===== config.mk =====
export PLATFORM = sky130hd
export DESIGN_NAME = sorted_priority_queue
export DESIGN_NICKNAME = d
export VERILOG_FILES = /design/src/spq_pkg.sv /design/src/spq_cell.sv /design/src/sorted_priority_queue.sv
export VERILOG_INCLUDE_DIRS = /design/src /design/src/src
export SDC_FILE = /design/constraint.sdc
export NUM_CORES = 2
export LEC_CHECK = 0
export ABC_AREA = 1
export CAP_MARGIN = 30
export CORE_ASPECT_RATIO = 0.8
export CORE_UTILIZATION = 50
export DETAILED_ROUTE_END_ITERATION = 8
export DONT_BUFFER_PORTS = 1
export GPL_ROUTABILITY_DRIVEN = 0
export SYNTH_ARGS = -nofsm -noshare
export SYNTH_HDL_FRONTEND = slang
export SYNTH_SLANG_ARGS = --single-unit
export TNS_END_PERCENT = 10

===== constraint.sdc =====
create_clock -name clock -period 14.8 [get_ports clock]
set_clock_uncertainty 0.05 [all_clocks]
set_input_delay 3.7 -clock clock [delete_from_list [all_inputs] [get_ports clock]]
set_output_delay 3.7 -clock clock [all_outputs]
set_load 0.01 [all_outputs]

===== src/assert_macros.svh =====
// Assertion macros used by the sorted priority queue RTL.
`ifndef ASSERT_MACROS_SVH
`define ASSERT_MACROS_SVH

// Same-cycle implication, disabled during reset.
`define ASSERT_SAME(label, clk, rst, ante, cons) \
   label: assert property (@(posedge clk) disable iff (rst) (ante) |-> (cons)) \
      else $error("assertion failed: same-cycle check");

// Next-cycle implication, disabled during reset.
`define ASSERT_NEXT(label, clk, rst, ante, cons) \
   label: assert property (@(posedge clk) disable iff (rst) (ante) |=> (cons)) \
      else $error("assertion failed: next-cycle check");

`endif


===== src/spq_pkg.sv =====
// Package with the types, constants and codes of the sorted priority queue.
`timescale 1ns / 1ps

package spq_pkg;

   // Number of cells in the chain; count width holds 0 through DEPTH.
   localparam int DEPTH         = 16;
   localparam int COUNT_W       = $clog2(DEPTH + 1);
   localparam int ENTRY_COUNT_W = 5;

   // Operation codes carried in the mode field.
   localparam logic [1:0] MODE_INSERT = 2'd0;
   localparam logic [1:0] MODE_PEEK   = 2'd1;
   localparam logic [1:0] MODE_POP    = 2'd2;

   // Error codes reported with every result.
   localparam logic [1:0] ERR_NONE  = 2'd0;
   localparam logic [1:0] ERR_FULL  = 2'd1;
   localparam logic [1:0] ERR_EMPTY = 2'd2;

   typedef struct packed {
      logic [1:0]  mode;
      logic [15:0] new_priority;
      logic [15:0] new_tag;
   } req_item_type;

   typedef struct packed {
      logic [15:0]              out_priority;
      logic [15:0]              out_tag;
      logic                     out_valid;
      logic                     queue_empty;
      logic                     queue_full;
      logic [1:0]               error_code;
      logic [ENTRY_COUNT_W-1:0] entry_count;
   } rsp_item_type;

   // One stored queue entry.
   typedef struct packed {
      logic [15:0] prio;
      logic [15:0] tag;
   } entry_type;

   // Broadcast from the controller to every cell.
   typedef struct packed {
      logic      do_insert;
      logic      do_pop;
      entry_type new_entry;
   } cell_ctrl_type;

endpackage


===== src/spq_cell.sv =====
// One cell of the sorted register chain: holds one entry and shifts with its neighbors.
`timescale 1ns / 1ps

module spq_cell (
   input  logic                  clock,
   input  spq_pkg::cell_ctrl_type ctrl,
   input  logic                  occupied,
   input  logic                  left_greater,
   input  spq_pkg::entry_type    left_entry,
   input  spq_pkg::entry_type    right_entry,
   output logic                  greater,
   output spq_pkg::entry_type    entry
);

   spq_pkg::entry_type entry_ff;
   spq_pkg::entry_type entry_in;

   // The new entry belongs at or before this cell when the cell is empty or
   // holds a strictly larger priority, so equal priorities keep arrival order.
   assign greater = !occupied || (entry_ff.prio > ctrl.new_entry.prio);

   always_comb begin
      entry_in = entry_ff;
      if (ctrl.do_insert) begin
         if (left_greater) begin
            entry_in = left_entry;
         end else if (greater) begin
            entry_in = ctrl.new_entry;
         end
      end else if (ctrl.do_pop) begin
         entry_in = right_entry;
      end
   end

   always_ff @(posedge clock) begin
      entry_ff <= entry_in;
   end

   assign entry = entry_ff;

endmodule


===== src/sorted_priority_queue.sv =====
// Top level of the sorted priority queue built as a chain of compare-and-shift cells.
// A result item enters the output register in the cycle after its request item is taken.
// Throughput: one item per cycle; every cell compares against the new priority at once.
// An item is taken whenever the output register is empty or being drained.
// Reset clears the entry count and the output valid; cell contents stay unset.
`timescale 1ns / 1ps
`include "assert_macros.svh"

module sorted_priority_queue (
   input  logic                  clock,
   input  logic                  reset,
   input  logic                  req_valid,
   output logic                  req_stall,
   input  spq_pkg::req_item_type req_item,
   output logic                  rsp_valid,
   input  logic                  rsp_stall,
   output spq_pkg::rsp_item_type rsp_item
);

   // Number of entries held; cells at or above this index are empty.
   logic [spq_pkg::COUNT_W-1:0] count_ff;
   logic [spq_pkg::COUNT_W-1:0] count_in;

   logic                  rsp_valid_ff;
   logic                  rsp_valid_in;
   spq_pkg::rsp_item_type rsp_item_ff;
   spq_pkg::rsp_item_type rsp_item_in;

   logic                  req_accept;
   logic                  is_insert;
   logic                  is_pop;
   logic                  is_empty;
   logic                  is_full;
   spq_pkg::cell_ctrl_type ctrl;

   spq_pkg::entry_type cell_entry   [spq_pkg::DEPTH];
   logic               cell_greater [spq_pkg::DEPTH];

   // The output register frees the input side: a new item enters whenever the
   // held result is absent or leaves in the same cycle.
   assign req_stall  = rsp_valid_ff && rsp_stall;
   assign req_accept = req_valid && !req_stall;

   assign is_empty  = (count_ff == '0);
   assign is_full   = (count_ff == spq_pkg::COUNT_W'(spq_pkg::DEPTH));
   assign is_insert = (req_item.mode == spq_pkg::MODE_INSERT);
   assign is_pop    = (req_item.mode == spq_pkg::MODE_POP);

   // An insert into a full queue and a pop from an empty queue leave the chain
   // untouched.
   always_comb begin
      ctrl.do_insert           = req_accept && is_insert && !is_full;
      ctrl.do_pop              = req_accept && is_pop && !is_empty;
      ctrl.new_entry.prio      = req_item.new_priority;
      ctrl.new_entry.tag       = req_item.new_tag;
   end

   // The cell chain. Each cell looks at its left neighbor's compare result to
   // learn whether the insert point lies strictly before it, in which case it
   // takes its left neighbor's entry. A pop shifts every entry one cell left.
   for (genvar i = 0; i < spq_pkg::DEPTH; i++) begin : g_cell
      logic               left_greater;
      spq_pkg::entry_type left_entry;
      spq_pkg::entry_type right_entry;

      if (i == 0) begin : g_first
         assign left_greater = 1'b0;
         assign left_entry   = '0;
      end else begin : g_inner_left
         assign left_greater = cell_greater[i-1];
         assign left_entry   = cell_entry[i-1];
      end

      if (i == spq_pkg::DEPTH - 1) begin : g_last
         assign right_entry = '0;
      end else begin : g_inner_right
         assign right_entry = cell_entry[i+1];
      end

      spq_cell u_cell (
         .clock        (clock),
         .ctrl         (ctrl),
         .occupied     (count_ff > spq_pkg::COUNT_W'(i)),
         .left_greater (left_greater),
         .left_entry   (left_entry),
         .right_entry  (right_entry),
         .greater      (cell_greater[i]),
         .entry        (cell_entry[i])
      );
   end

   // Result formation. An insert reports the front after insertion, which is
   // the new entry when it lands in the first cell. Peek and pop report the
   // front before the operation; the unused mode code acts as a peek.
   always_comb begin
      count_in    = count_ff;
      rsp_item_in = rsp_item_ff;

      if (req_accept) begin
         rsp_item_in.error_code   = spq_pkg::ERR_NONE;
         rsp_item_in.out_valid    = 1'b1;
         rsp_item_in.out_priority = cell_entry[0].prio;
         rsp_item_in.out_tag      = cell_entry[0].tag;

         if (is_insert) begin
            if (is_full) begin
               rsp_item_in.error_code = spq_pkg::ERR_FULL;
            end else begin
               count_in = count_ff + 1'b1;
               if (cell_greater[0]) begin
                  rsp_item_in.out_priority = req_item.new_priority;
                  rsp_item_in.out_tag      = req_item.new_tag;
               end
            end
         end else if (is_empty) begin
            rsp_item_in.error_code   = spq_pkg::ERR_EMPTY;
            rsp_item_in.out_valid    = 1'b0;
            rsp_item_in.out_priority = '0;
            rsp_item_in.out_tag      = '0;
         end else if (is_pop) begin
            count_in = count_ff - 1'b1;
         end

         rsp_item_in.queue_empty = (count_in == '0);
         rsp_item_in.queue_full  = (count_in == spq_pkg::COUNT_W'(spq_pkg::DEPTH));
         rsp_item_in.entry_count = spq_pkg::ENTRY_COUNT_W'(count_in);
      end
   end

   // The output register loads on every accepted item and empties when taken.
   always_comb begin
      rsp_valid_in = rsp_valid_ff;
      if (req_accept) begin
         rsp_valid_in = 1'b1;
      end else if (rsp_valid_ff && !rsp_stall) begin
         rsp_valid_in = 1'b0;
      end
   end

   always_ff @(posedge clock) begin
      if (reset) begin
         count_ff     <= '0;
         rsp_valid_ff <= 1'b0;
      end else begin
         count_ff     <= count_in;
         rsp_valid_ff <= rsp_valid_in;
      end
   end

   always_ff @(posedge clock) begin
      rsp_item_ff <= rsp_item_in;
   end

   assign rsp_valid = rsp_valid_ff;
   assign rsp_item  = rsp_item_ff;

   // The count never exceeds the number of cells.
   `ASSERT_SAME(a_count_bound, clock, reset, 1'b1, count_ff <= spq_pkg::COUNT_W'(spq_pkg::DEPTH))

   // The two front cells stay in priority order whenever both are occupied.
   `ASSERT_SAME(a_front_sorted, clock, reset, count_ff >= spq_pkg::COUNT_W'(2), cell_entry[0].prio <= cell_entry[1].prio)

   // A dropped insert leaves the count alone.
   `ASSERT_NEXT(a_full_drop, clock, reset, req_accept && is_insert && is_full, $stable(count_ff))

   // A pop on a non-empty queue removes exactly one entry.
   `ASSERT_NEXT(a_pop_count, clock, reset, ctrl.do_pop, count_ff == $past(count_ff) - 1'b1)

   // A reported entry count follows the held count after the operation.
   `ASSERT_NEXT(a_rsp_count, clock, reset, req_accept, rsp_item_ff.entry_count == spq_pkg::ENTRY_COUNT_W'(count_ff))

endmodule


==> impl_metrics.env <==
export IMPL_core_um2=74400
export IMPL_clk_latency_ps=650
export IMPL_cp_num_buf_inv=4
export IMPL_dp_hpwl_um=79600
export IMPL_viasPerCell=5.61
export IMPL_antenna_found_initial=0
export IMPL_crit_type="input pin to flop"
export IMPL_wire_per_inst_um=19.8
export IMPL_place_ws_ps=6200
export IMPL_crit_path_top_delay_cell="buf_4"
export IMPL_synth_top_area_share_pct=43.9
export IMPL_relSlewSlack_pct=28.7
export IMPL_hold_buffers=0
export IMPL_place_area_um2=38700
export IMPL_maxCapViolCount=0
export IMPL_grt_use_total_pct=30.8
export IMPL_chipHeight_um=248
export IMPL_cts_tree="built"
export IMPL_finalMaxSlewViolations=0
export IMPL_start_util_pct=51.0
export IMPL_cts_root_buf="clkbuf_16"
export IMPL_final_nets=5175
export IMPL_cts_sinks=560
export IMPL_syn_area_um2=37900
export IMPL_ant_nets=0
export IMPL_slowest_delay_ps=900
export IMPL_end_kind="flop"
export IMPL_numCtsBuffers=60
export IMPL_crit_chain="nor2_1 > nand2_1 > inv_2 > nand2_8 > inv_8 > buf_4 > nand3_1 > nor2_1 > nor2_2 > buf_4"
export IMPL_async_reset_ff_share_pct=0
export IMPL_final_period_utilization_pct=53.2
export IMPL_synthToLayoutAreaGrowth_pct=7.60
export IMPL_rsz0062_at_grt="false"
export IMPL_grt_pass1_vias=31200
export IMPL_synth_edf_count=554
export IMPL_worstHoldPathType="flop to flop"
export IMPL_finalSetupViolCount=0
export IMPL_synth_cells=5021
export IMPL_final_cell_mix="nand2_1, nand3_1, edfxtp_1"
export IMPL_synth_seq_cells=560
export IMPL_first_pass_iters=5
export IMPL_n_fill_cell=7262
export IMPL_leakage_uw=0.0197
export IMPL_final_hold_viol_count=0
export IMPL_synthTopCellsByArea="edfxtp_1, nand2_1, nand3_1, ha_1, inv_1"
export IMPL_portBuffers=0
export IMPL_grt_max_degree=140
export IMPL_placementRows=89
export IMPL_ys_flop_type="edfxtp_1"
export IMPL_crit_family="buffers and inverters"
export IMPL_setup_ws_ps=6930
export IMPL_grt_pass1_wl_um=184000
export IMPL_cts_setup_buffers=0
export IMPL_p_per_area_nw_per_um2=108
export IMPL_layout_cells_most_common="nand2_1"
export IMPL_avgSynthCellArea_um2=7.55
export IMPL_yosysUniqueCellTypes=32
export IMPL_stdcell_count=5925
export IMPL_fin_crit_ps=7870
export IMPL_clockBufferDepth=3
export IMPL_die_area_um2=77000
export IMPL_synth_top_cell_by_area="edfxtp_1"
export IMPL_clkTransAtPathRegs_ps=60
export IMPL_fmax_ghz=0.127
export IMPL_overflow=0
export IMPL_tightestPinTransition_ps=1070
export IMPL_h_tree_depth=2
export IMPL_cts_resized=0
export IMPL_drt_wl_total_um=117000
export IMPL_pin_count=82
export IMPL_cp_required_ps=15080
export IMPL_ys_warn_count=0
export IMPL_drt_initial_drc_count=3708
export IMPL_critPathLaunchType="input pin"
export IMPL_ys_seq_area_share_pct=44.2
export IMPL_timing_hold_ws_ps=465
export IMPL_diodes=0
export IMPL_finalSetupTns_ps=0
export IMPL_num_vias=33200
export IMPL_vdd_drop_max_mv=0.0862
export IMPL_arrival_ps=8150
export IMPL_placed_cells=5812
export IMPL_syn_num_nets=5320
export IMPL_die_w_um=310
export IMPL_path_max_fanout=139
export IMPL_finalInstanceArea_um2=40800
export IMPL_status="finished, final reports clean"
export IMPL_remaining_drc_errors=0
export IMPL_final_layout_size_suffix_gt1_share_pct=4.81
-- area by class of cell --
type | instances | area, µm² | share of cell area, %
multi-input combinational | 3575 | 17600 | 43.1
clock inverter | 38 | 407 | 0.997
tap | 1001 | 1250 | 3.07
clock buffer | 72 | 1570 | 3.84
sequential | 560 | 16800 | 41.1
inverter | 582 | 2190 | 5.37
timing repair buffer | 97 | 1030 | 2.52
-- cell families (layout without fill, tap and decap cells) --
logic type / count (synthesis) / in the layout / synth area share, %
AND/OR/NAND/NOR: 3119 / 3119 / 34.6
flip-flops: 560 / 560 / 44.2
adder cells (fa/ha/maj): 261 / 261 / 8.61
buffers and inverters: 886 / 789 / 9.66
XOR/XNOR: 3 / 3 / 0.0693
AO/OA/AOI/OAI: 192 / 192 / 2.84
-- sequential cells by signal (all words and copies together) (netlist names) --
name	cells
rsp_item	42
g_cell.u_cell.entry	512
count_ff	5
rsp_valid	1
-- per-layer routing --
layer  track usage (%)  wire [µm]  vias up
met4              6.91       2310        2
li1                  -          -    16100
met3              7.74      12600      150
met2              42.8      46800     1428
met5              1.32        139        -
met1              47.3      55400    15500
-- stage by stage --
step                utilization, %  total power (µW)
CTS                           54.7              4400
global route                  54.9              4590
global placement              51.6              2800
detailed placement            52.1              2830
floorplan                        -              2560
finish                        54.9              4400
-- final timing paths --
check / endpoint / start / slack, ps / depth (start not counted)
worst min-delay path: g_cell[14].u_cell.entry[4]$_DFFE_PP_ / g_cell[15].u_cell.entry[4]$_SDFFCE_PN0P_ / 460 / 2
worst min register to register: g_cell[14].u_cell.entry[4]$_DFFE_PP_ / g_cell[15].u_cell.entry[4]$_SDFFCE_PN0P_ / 460 / 2
worst max-delay path: g_cell[11].u_cell.entry[29]$_DFFE_PP_ / req_item[33] / 6930 / 10
worst max register to register: g_cell[11].u_cell.entry[29]$_DFFE_PP_ / count_ff[0]$_SDFFE_PP0P_ / 8940 / 13
-- worst min-delay path, cell delays in order (launching register included) --
cell	delay, ps
edfxtp_1	320
nand2_1	50
nand2_1	50
-- cells in the mapped netlist (3+ instances only) --
master	number
edfxtp_1	554
buf_2	114
xor2_1	3
buf_1	13
o21ai_1	5
dfxtp_1	6
nand4_1	17
nor2_4	3
inv_1	551
ha_1	261
clkinv_1	15
inv_2	16
a21oi_1	136
clkbuf_1	148
nand2_2	3
o21ai_0	24
buf_4	6
o21ai_2	4
buf_6	23
nor3_1	5
nand3_1	1067
nor2_1	166
nand2_1	1856
a21o_1	14
-- report_power, final --
part	switching [µW]	internal (µW)
clock	675	905
sequential	76.5	1870
combinational	621	249
Power figures use the tool's default switching activity.
